File: src/design/sha1he_pkg.sv
// shared types, constants and helper functions of the sha-1 hash engine
`default_nettype none

package sha1he_pkg;

   // initial chaining values
   localparam logic [31:0] INIT_H0 = 32'h67452301;
   localparam logic [31:0] INIT_H1 = 32'hefcdab89;
   localparam logic [31:0] INIT_H2 = 32'h98badcfe;
   localparam logic [31:0] INIT_H3 = 32'h10325476;
   localparam logic [31:0] INIT_H4 = 32'hc3d2e1f0;

   // round constants
   localparam logic [31:0] ROUND_K0 = 32'h5a827999;
   localparam logic [31:0] ROUND_K1 = 32'h6ed9eba1;
   localparam logic [31:0] ROUND_K2 = 32'h8f1bbcdc;
   localparam logic [31:0] ROUND_K3 = 32'hca62c1d6;

   localparam logic [7:0] PAD_BYTE   = 8'h80;
   localparam logic [6:0] LAST_ROUND = 7'd79;
   localparam logic [6:0] ROUND_B1   = 7'd20;
   localparam logic [6:0] ROUND_B2   = 7'd40;
   localparam logic [6:0] ROUND_B3   = 7'd60;
   localparam logic [2:0] LAST_INDEX = 3'd4;
   localparam logic [2:0] MAX_BYTES  = 3'd4;

   typedef struct packed {
      logic [31:0] data_word;
      logic [2:0]  byte_count;
      logic        last;
   } req_word_type;

   typedef struct packed {
      logic [31:0] digest_word;
      logic [2:0]  word_index;
      logic        last_word;
   } rsp_word_type;

   // controller to datapath
   typedef struct packed {
      logic       load_item;
      logic       insert;
      logic       pad;
      logic       pad_marked;
      logic       load_vars;
      logic       round;
      logic [6:0] rnd;
      logic       add_chain;
      logic       out_shift;
      logic [2:0] out_idx;
      logic       clear_len;
   } cmd_type;

   // datapath to controller
   typedef struct packed {
      logic full;
      logic len_fits;
   } status_type;

   function automatic logic [31:0] init_value(input logic [2:0] idx);
      logic [31:0] v;
      case (idx)
         3'd0:    v = INIT_H0;
         3'd1:    v = INIT_H1;
         3'd2:    v = INIT_H2;
         3'd3:    v = INIT_H3;
         default: v = INIT_H4;
      endcase
      return v;
   endfunction

   function automatic logic [31:0] rotl1(input logic [31:0] v);
      return {v[30:0], v[31]};
   endfunction

   function automatic logic [31:0] rotl5(input logic [31:0] v);
      return {v[26:0], v[31:27]};
   endfunction

   function automatic logic [31:0] rotl30(input logic [31:0] v);
      return {v[1:0], v[31:2]};
   endfunction

endpackage

`default_nettype wire

File: src/design/sha1_hash_engine_core.sv
// top level of the sha-1 hash engine: controller, datapath and checks
//
// sha-1 engine fed one big-endian 32-bit word at a time; byte_count gives the
// valid bytes from the top of the word (values above four act as four), and
// the word with last set closes the message, after which five digest words
// h0..h4 leave on the rsp channel. the engine handles one word at a time:
// req_stall is low only when it is idle. a full word is taken and then its
// bytes are packed into the window; every completed 64-byte block adds the
// loading of the working variables, 80 rounds at one round per cycle from the
// single round unit, the chaining add and a second packing pass for the bytes
// left over. the closing word adds a padding step and the final block, another
// block when fewer than nine bytes of the block are left, then the digest
// readout, which rsp_stall can hold. partial words are meant only for the
// closing word; a partial word elsewhere is packed at byte granularity. the
// byte length wraps modulo 2^61
`default_nettype none

module sha1_hash_engine_core import sha1he_pkg::*; (
   input  logic         clock,
   input  logic         reset,
   input  logic         req_valid,
   output logic         req_stall,
   input  req_word_type req_word,
   output logic         rsp_valid,
   input  logic         rsp_stall,
   output rsp_word_type rsp_word
);

   cmd_type    cmd;
   status_type status;

   // sequencer: word intake, padding, round count, digest readout
   sha1he_ctrl u_ctrl (
      .clock     (clock),
      .reset     (reset),
      .req_valid (req_valid),
      .req_last  (req_word.last),
      .rsp_stall (rsp_stall),
      .status    (status),
      .cmd       (cmd),
      .req_stall (req_stall),
      .rsp_valid (rsp_valid)
   );

   // window, round registers, chaining words and length counter
   sha1he_dpath u_dpath (
      .clock    (clock),
      .reset    (reset),
      .req_word (req_word),
      .cmd      (cmd),
      .status   (status),
      .rsp_word (rsp_word)
   );

   // a taken word always keeps the engine busy for at least the next cycle
   assert property (@(posedge clock) disable iff (reset)
      (req_valid && !req_stall) |=> req_stall)
      else $error("engine took a word while packing the previous one");

   // no word is taken while the digest is being read out
   assert property (@(posedge clock) disable iff (reset)
      rsp_valid |-> req_stall)
      else $error("word taken during digest readout");

   // digest words leave in order
   assert property (@(posedge clock) disable iff (reset)
      (rsp_valid && !rsp_stall && !rsp_word.last_word) |=>
         (rsp_valid && (rsp_word.word_index == $past(rsp_word.word_index) + 3'd1)))
      else $error("digest word index out of sequence");

   // after the fifth digest word the engine is back to idle
   assert property (@(posedge clock) disable iff (reset)
      (rsp_valid && !rsp_stall && rsp_word.last_word) |=> (!rsp_valid && !req_stall))
      else $error("engine not idle after the final digest word");

endmodule

`default_nettype wire

File: src/design/sha1he_ctrl.sv
// sequencing state machine of the sha-1 hash engine
`default_nettype none

module sha1he_ctrl import sha1he_pkg::*; (
   input  logic       clock,
   input  logic       reset,
   input  logic       req_valid,
   input  logic       req_last,
   input  logic       rsp_stall,
   input  status_type status,
   output cmd_type    cmd,
   output logic       req_stall,
   output logic       rsp_valid
);

   typedef enum logic [6:0] {
      ST_IDLE   = 7'b0000001,
      ST_INSERT = 7'b0000010,
      ST_PAD    = 7'b0000100,
      ST_LOAD   = 7'b0001000,
      ST_ROUND  = 7'b0010000,
      ST_ADD    = 7'b0100000,
      ST_OUTPUT = 7'b1000000
   } state_type;

   state_type  state_ff, state_in;
   logic       last_ff, last_in;
   logic       marked_ff, marked_in;
   logic       final_ff, final_in;
   logic [6:0] rnd_ff, rnd_in;
   logic [2:0] idx_ff, idx_in;

   always_comb begin
      state_in       = state_ff;
      last_in        = last_ff;
      marked_in      = marked_ff;
      final_in       = final_ff;
      rnd_in         = rnd_ff;
      idx_in         = idx_ff;
      cmd            = '0;
      cmd.rnd        = rnd_ff;
      cmd.out_idx    = idx_ff;
      cmd.pad_marked = marked_ff;
      unique case (state_ff)
         ST_IDLE: begin
            if (req_valid) begin
               cmd.load_item = 1'b1;
               last_in       = req_last;
               state_in      = ST_INSERT;
            end
         end
         ST_INSERT: begin
            cmd.insert = 1'b1;
            if (status.full) begin
               state_in = ST_LOAD;
            end else if (last_ff) begin
               state_in = ST_PAD;
            end else begin
               state_in = ST_IDLE;
            end
         end
         ST_PAD: begin
            cmd.pad  = 1'b1;
            final_in = marked_ff | status.len_fits;
            if (!marked_ff && !status.len_fits) begin
               marked_in = 1'b1;
            end
            state_in = ST_LOAD;
         end
         ST_LOAD: begin
            cmd.load_vars = 1'b1;
            rnd_in        = '0;
            state_in      = ST_ROUND;
         end
         ST_ROUND: begin
            cmd.round = 1'b1;
            if (rnd_ff == LAST_ROUND) begin
               rnd_in   = '0;
               state_in = ST_ADD;
            end else begin
               rnd_in = rnd_ff + 7'd1;
            end
         end
         ST_ADD: begin
            cmd.add_chain = 1'b1;
            if (final_ff) begin
               idx_in   = '0;
               state_in = ST_OUTPUT;
            end else if (marked_ff) begin
               state_in = ST_PAD;
            end else begin
               state_in = ST_INSERT;
            end
         end
         ST_OUTPUT: begin
            if (!rsp_stall) begin
               cmd.out_shift = 1'b1;
               if (idx_ff == LAST_INDEX) begin
                  cmd.clear_len = 1'b1;
                  last_in       = 1'b0;
                  marked_in     = 1'b0;
                  final_in      = 1'b0;
                  idx_in        = '0;
                  state_in      = ST_IDLE;
               end else begin
                  idx_in = idx_ff + 3'd1;
               end
            end
         end
         default: begin
            state_in = ST_IDLE;
         end
      endcase
   end

   assign req_stall = (state_ff != ST_IDLE);
   assign rsp_valid = (state_ff == ST_OUTPUT);

   always_ff @(posedge clock) begin
      if (reset) begin
         state_ff  <= ST_IDLE;
         last_ff   <= 1'b0;
         marked_ff <= 1'b0;
         final_ff  <= 1'b0;
         rnd_ff    <= '0;
         idx_ff    <= '0;
      end else begin
         state_ff  <= state_in;
         last_ff   <= last_in;
         marked_ff <= marked_in;
         final_ff  <= final_in;
         rnd_ff    <= rnd_in;
         idx_ff    <= idx_in;
      end
   end

endmodule

`default_nettype wire

File: src/design/sha1he_dpath.sv
// byte packing, schedule window, round logic and chaining words of the sha-1 hash engine
`default_nettype none

module sha1he_dpath import sha1he_pkg::*; (
   input  logic         clock,
   input  logic         reset,
   input  req_word_type req_word,
   input  cmd_type      cmd,
   output status_type   status,
   output rsp_word_type rsp_word
);

   logic [15:0][3:0][7:0] win_ff, win_in;
   logic [4:0][31:0]      var_ff, var_in;
   logic [4:0][31:0]      chain_ff, chain_in;
   logic [60:0]           len_ff, len_in;
   logic [3:0][7:0]       data_ff, data_in;
   logic [2:0]            rem_ff, rem_in;

   logic [5:0]       pos;
   logic [6:0]       sum7;
   logic [6:0]       space;
   logic [2:0]       nbytes;
   logic             full;
   logic             len_fits;
   logic             len_write;
   logic [7:0][7:0]  bit_len;
   logic [63:0][5:0] lane_off;
   logic [31:0]      sched_w;
   logic [31:0]      fval;
   logic [31:0]      kval;
   logic [31:0]      tmp;
   logic [2:0]       count_clamped;

   assign pos       = len_ff[5:0];
   assign sum7      = {1'b0, pos} + {4'b0000, rem_ff};
   assign full      = sum7[6];
   assign space     = 7'd64 - {1'b0, pos};
   assign nbytes    = full ? space[2:0] : rem_ff;
   assign len_fits  = (pos[5:3] != 3'b111);
   assign len_write = cmd.pad_marked | len_fits;
   assign bit_len   = {len_ff, 3'b000};

   assign status.full     = full;
   assign status.len_fits = len_fits;

   assign count_clamped = (req_word.byte_count > MAX_BYTES) ? MAX_BYTES : req_word.byte_count;

   always_comb begin
      for (int j = 0; j < 64; j++) begin
         lane_off[j] = 6'(j) - pos;
      end
   end

   // round function
   assign sched_w = rotl1(win_ff[13] ^ win_ff[8] ^ win_ff[2] ^ win_ff[0]);

   always_comb begin
      if (cmd.rnd < ROUND_B1) begin
         fval = (var_ff[1] & var_ff[2]) | (~var_ff[1] & var_ff[3]);
         kval = ROUND_K0;
      end else if (cmd.rnd < ROUND_B2) begin
         fval = var_ff[1] ^ var_ff[2] ^ var_ff[3];
         kval = ROUND_K1;
      end else if (cmd.rnd < ROUND_B3) begin
         fval = (var_ff[1] & var_ff[2]) | (var_ff[1] & var_ff[3]) | (var_ff[2] & var_ff[3]);
         kval = ROUND_K2;
      end else begin
         fval = var_ff[1] ^ var_ff[2] ^ var_ff[3];
         kval = ROUND_K3;
      end
   end

   assign tmp = rotl5(var_ff[0]) + fval + var_ff[4] + win_ff[0] + kval;

   // window: byte inserts, padding, schedule shift
   always_comb begin
      win_in = win_ff;
      if (cmd.insert) begin
         for (int i = 0; i < 16; i++) begin
            for (int b = 0; b < 4; b++) begin
               if (lane_off[i*4+b] < {3'b000, nbytes}) begin
                  win_in[i][3-b] = data_ff[2'd3 - lane_off[i*4+b][1:0]];
               end
            end
         end
      end else if (cmd.pad) begin
         for (int i = 0; i < 16; i++) begin
            for (int b = 0; b < 4; b++) begin
               if (len_write && (i*4+b) >= 56) begin
                  win_in[i][3-b] = bit_len[63-(i*4+b)];
               end else if (!cmd.pad_marked && 6'(i*4+b) == pos) begin
                  win_in[i][3-b] = PAD_BYTE;
               end else if (cmd.pad_marked || 6'(i*4+b) > pos) begin
                  win_in[i][3-b] = 8'h00;
               end
            end
         end
      end else if (cmd.round) begin
         win_in[14:0] = win_ff[15:1];
         win_in[15]   = sched_w;
      end
   end

   always_comb begin
      var_in = var_ff;
      if (cmd.load_vars) begin
         var_in = chain_ff;
      end else if (cmd.round) begin
         var_in[0] = tmp;
         var_in[1] = var_ff[0];
         var_in[2] = rotl30(var_ff[1]);
         var_in[3] = var_ff[2];
         var_in[4] = var_ff[3];
      end
   end

   always_comb begin
      chain_in = chain_ff;
      if (cmd.add_chain) begin
         for (int i = 0; i < 5; i++) begin
            chain_in[i] = chain_ff[i] + var_ff[i];
         end
      end else if (cmd.out_shift) begin
         chain_in[3:0] = chain_ff[4:1];
         chain_in[4]   = init_value(cmd.out_idx);
      end
   end

   always_comb begin
      len_in  = len_ff;
      data_in = data_ff;
      rem_in  = rem_ff;
      if (cmd.load_item) begin
         data_in = req_word.data_word;
         rem_in  = count_clamped;
      end else if (cmd.insert) begin
         len_in  = len_ff + {58'd0, nbytes};
         data_in = data_ff << {nbytes, 3'b000};
         rem_in  = rem_ff - nbytes;
      end else if (cmd.clear_len) begin
         len_in = '0;
      end
   end

   assign rsp_word.digest_word = chain_ff[0];
   assign rsp_word.word_index  = cmd.out_idx;
   assign rsp_word.last_word   = (cmd.out_idx == LAST_INDEX);

   always_ff @(posedge clock) begin
      win_ff  <= win_in;
      var_ff  <= var_in;
      data_ff <= data_in;
      rem_ff  <= rem_in;
      if (reset) begin
         chain_ff <= {INIT_H4, INIT_H3, INIT_H2, INIT_H1, INIT_H0};
         len_ff   <= '0;
      end else begin
         chain_ff <= chain_in;
         len_ff   <= len_in;
      end
   end

endmodule

`default_nettype wire
File: config.mk
export PLATFORM = sky130hd
export DESIGN_NAME = sha1_hash_engine_core
export DESIGN_NICKNAME = d
export VERILOG_FILES = /design/src/design/sha1he_pkg.sv /design/src/design/sha1_hash_engine_core.sv /design/src/design/sha1he_ctrl.sv /design/src/design/sha1he_dpath.sv
export SDC_FILE = /design/constraint.sdc
export NUM_CORES = 2
export LEC_CHECK = 0
export BUFFER_PORTS_ARGS = -buffer_cell sky130_fd_sc_hd__buf_2
export CAP_MARGIN = 20
export CORE_MARGIN = 2
export CORE_UTILIZATION = 55
export DETAILED_ROUTE_END_ITERATION = 10
export GPL_TIMING_DRIVEN = 1
export MAX_ROUTING_LAYER = met4
export PLACE_DENSITY = 0.83
export SETUP_SLACK_MARGIN = 0.1
export SYNTH_ARGS = -nofsm -noshare
export SYNTH_HDL_FRONTEND = slang
export SYNTH_SLANG_ARGS = --single-unit
File: constraint.sdc
create_clock -name clock -period 6.4 [get_ports clock]
set_clock_uncertainty 0.1 [all_clocks]
set_input_delay 1.28 -clock clock [delete_from_list [all_inputs] [get_ports clock]]
set_output_delay 1.28 -clock clock [all_outputs]
set_load 0.03 [all_outputs]
==> impl_metrics.json <==
{
  "hold_path_class": "reg2reg",
  "switching_share_pct": 25.8,
  "fp.coreArea_um2": 103000,
  "synth_mux_area_share_pct": 1.49,
  "final_max_slew_viol_count": 0,
  "clock_sinks": 948,
  "synthToLayoutAreaGrowth_pct": 9.22,
  "startpoint_type": "register",
  "synth-simple-area-share_pct": 13.0,
  "p_seq_share_pct": 47.9,
  "pwr-share-comb_pct": 11.7,
  "r2r_setup_slack_ns": 0.49,
  "hold_path_end": "u_dpath.win_ff[88]",
  "ir_drop_uv": 246,
  "cp.required_ns": 6.71,
  "setup_viol": 0,
  "dieArea_um2": 106000,
  "crit_chain": "buf_4 -> o21ai_0 -> nand2_1 -> buf_4 -> inv_1 -> a211oi_1 -> fa_1 -> inv_1 -> fa_1 -> fa_1 -> inv_1 -> ha_1 -> inv_1 -> fa_1 -> nand2b_1 -> a21oi_1 -> o211ai_1 -> a21boi_2 -> o22ai_1 -> o211ai_1 -> a31o_2 -> a21oi_1 -> xnor2_1 -> a21oi_1",
  "post-route-period-util_pct": 92.3,
  "relSlewSlack_pct": 20.2,
  "synth_compound_area_share_pct": 19.7,
  "met1Wirelength_um": 68500,
  "die_w_um": 326,
  "syn_inst": 5681,
  "track_usage_pct": 34.8,
  "drt-total-wl_um": 184000,
  "r2r-start": "u_ctrl.rnd_ff[4]",
  "final_common_cell": "nand2_1",
  "ys_seq_elements": 948,
  "critPathCaptureType": "register",
  "clk-insertion-delay-late_ns": 0.72,
  "vias": 46300,
  "vias_per_cell": 6.53,
  "dr_wl_met3_um": 21400,
  "synth_top_cell_by_area": "edfxtp_1",
  "synth_top_family_by_area": "compound AO/OA/AOI/OAI gates",
  "async_reset_ff_share_pct": 0,
  "yosys_most_used_dff": "edfxtp_1",
  "cp_num_buf_inv": 6,
  "total_power_w": 0.0149,
  "cts_made_buffers": 100,
  "yosysWarnings": 0,
  "synth_edf_count": 707,
  "worstPathMaxFanout": 25,
  "place_congestion": 1.04,
  "fp.dieH_um": 326,
  "ys_types": 93,
  "regArea_um2": 26100,
  "grt_max_degree": 232,
  "netlist_area_um2": 57000,
  "n_fill_cell": 8260,
  "status": "completed",
  "path_class": "reg2reg",
  "synth_fa_ha_area_share_pct": 10.2,
  "worstHoldStart": "u_dpath.win_ff[120]",
  "clock_path_buffers": 3,
  "wire_per_inst_um": 25.9,
  "grt_pass1_wl_um": 274000,
  "grt_pass1_vias": 44400,
  "finalHoldViolCount": 0,
  "slowest_stage": "fa_1",
  "fmax_ghz": 0.169,
  "cts-hold-fix-buffers": 0,
  "timing.rr.end": "u_dpath.var_ff[31]",
  "cts_root_buffer": "clkbuf_16",
  "leakage_nw": 25.8,
  "hold_depth": 1,
  "ant_nets": 0,
  "p_switching_w": 0.00384,
  "cpLargestDelayFamily": "adder cells",
  "numPortBuffers": 77,
  "start_util_pct": 55.2,
  "r2r_cells": 24,
  "most-common-layout-cells": "nand2_1 (813), edfxtp_1 (707), a21o_1 (483), nor2_1 (368), a21oi_1 (362)",
  "nets": 6059,
  "hpwl_um": 129000,
  "clkPwrFrac_pct": 40.4,
  "synthTopCellsByArea": "edfxtp_1 (37%), dfxtp_1 (8.5%), a21o_1 (6.4%), ha_1 (5.8%), nand2_1 (5.4%)",
  "antenna_found_initial": 5,
  "wl_met2_um": 83100,
  "avgSynthCellArea_um2": 10.0,
  "rsz0062_at_grt": "no",
  "multiInputGateArea_um2": 28600,
  "path_clk_slew_ns": 0.06,
  "drive_above_1_share_pct": 8.35,
  "cp_data_arrival_time_ns": 6.22,
  "ys_seq_area_share_pct": 45.7,
  "htreeDepth": 3,
  "drt_iter0_markers": 6337,
  "cts_tree": "built",
  "grt-ovfl-total": 0,
  "post-route-drc-count": 0,
  "setup-tns-final_ns": 0,
  "syn-num-nets": 6110,
  "dr.pass1.iters": 7,
  "p_int_w": 0.0110,
  "tightest_slew_ns": 1.19,
  "min_period_ns": 5.91,
  "powerDensity_nw_per_um2": 239,
  "topRoutingLayerUsed": "met4",
  "synth_top_area_share_pct": 37.2,
  "maxCapViolCount": 0,
  "core.rowCount": 118,
  "synthXorXnorAreaFrac_pct": 5.49,
  "crit_path_max_incr_delay_ns": 0.48,
  "num_io_pins": 78
}
-- synthesized netlist by cell type (127+ instances only) --
master,instances
nand2_1,814
edfxtp_1,707
a21o_1,483
nor2_1,374
a21oi_1,363
clkbuf_1,293
ha_1,262
dfxtp_1,241
inv_1,241
o21ai_0,226
xnor2_1,211
xor2_1,146
fa_1,127
-- sequential cells by signal, summed over array words and instances, names as in the netlist, 3 cells and up --
register / flops
u_dpath.win_ff: 512
u_dpath.var_ff: 160
u_dpath.chain_ff: 128
u_dpath.len_ff: 61
u_dpath.data_ff: 32
u_dpath.rsp_word: 32
u_ctrl.rnd_ff: 7
u_ctrl.state_ff: 7
u_ctrl.idx_ff: 3
u_dpath.rem_ff: 3
-- metrics by stage --
| step | instance area (µm²) | hold slack (ns) | setup WS [ns] | cells | utilization (%) |
|---|---|---|---|---|---|
| 2_1_floorplan | 57000 | 0.353 | 0.311 | 5681 | - |
| 3_3_place_gp | 58800 | 0.371 | 0.239 | 6900 | 56.9 |
| 3_5_place_dp | 58800 | 0.383 | 0.139 | 6903 | 57.0 |
| 4_1_cts | 62100 | 0.389 | 0.119 | 7090 | 60.2 |
| 5_1_grt | 62300 | 0.410 | 0.150 | 7098 | 60.3 |
| 6_report | 62300 | 0.391 | 0.494 | 7099 | 60.3 |
-- how the worst max path moves through the flow --
stage	start	endpoint	slack, ns	cells past startpoint
after detailed placement	u_ctrl.rnd_ff[4]	u_dpath.var_ff[30]	0.14	20
after floorplan	u_ctrl.rnd_ff[4]	u_dpath.var_ff[30]	0.31	25
after global placement	u_ctrl.rnd_ff[4]	u_dpath.var_ff[30]	0.24	20
after global routing	u_ctrl.rnd_ff[3]	u_dpath.var_ff[25]	0.15	24
final	u_ctrl.rnd_ff[4]	u_dpath.var_ff[31]	0.49	24
after CTS	u_ctrl.rnd_ff[4]	u_dpath.var_ff[30]	0.12	20
-- metal layers --
metal | vias up | track usage [%]
met5 | - | -
met4 | 0 | 17.2
met3 | 598 | 7.53
met2 | 2931 | 52.9
met1 | 22400 | 44.2
li1 | 20400 | -
-- power groups by stage --
stage,clock network [W],registers [W],logic [W]
CTS,0.00605,0.00712,0.00170
detailed placement,0,0.00725,0.00168
finish,0.00602,0.00713,0.00175
global placement,0,0.00724,0.00163
global route,0.00626,0.00714,0.00186
floorplan,0,0.00719,0.00115
-- kinds of logic (layout without fill, tap and decap cells) --
kind of cell	Yosys count	in the layout
AOI/OAI and AO/OA	1628	1628
xor gates and xnor gates	357	357
adders and majority gates	389	389
buffers and inverters	617	651
DFF	948	948
muxes	59	59
other	0	4
and+or+nand+nor	1683	1683
-- final cells by class --
class,count,area share [%]
clock inverter,46,0.816
clock buffer,141,4.58
timing repair buffer,220,2.47
sequential,948,41.9
tap,1380,2.77
inverter,244,1.48
multi-input combinational,4116,46.0
antenna,4,0.0161
-- what timing repair did --
action,CTS,global route
resized for setup,0,9
endpoints found under the setup margin,0,8
endpoints found under the hold margin,0,0
setup buffers,0,0
No activity file was read; power rests on OpenSTA's default activity.
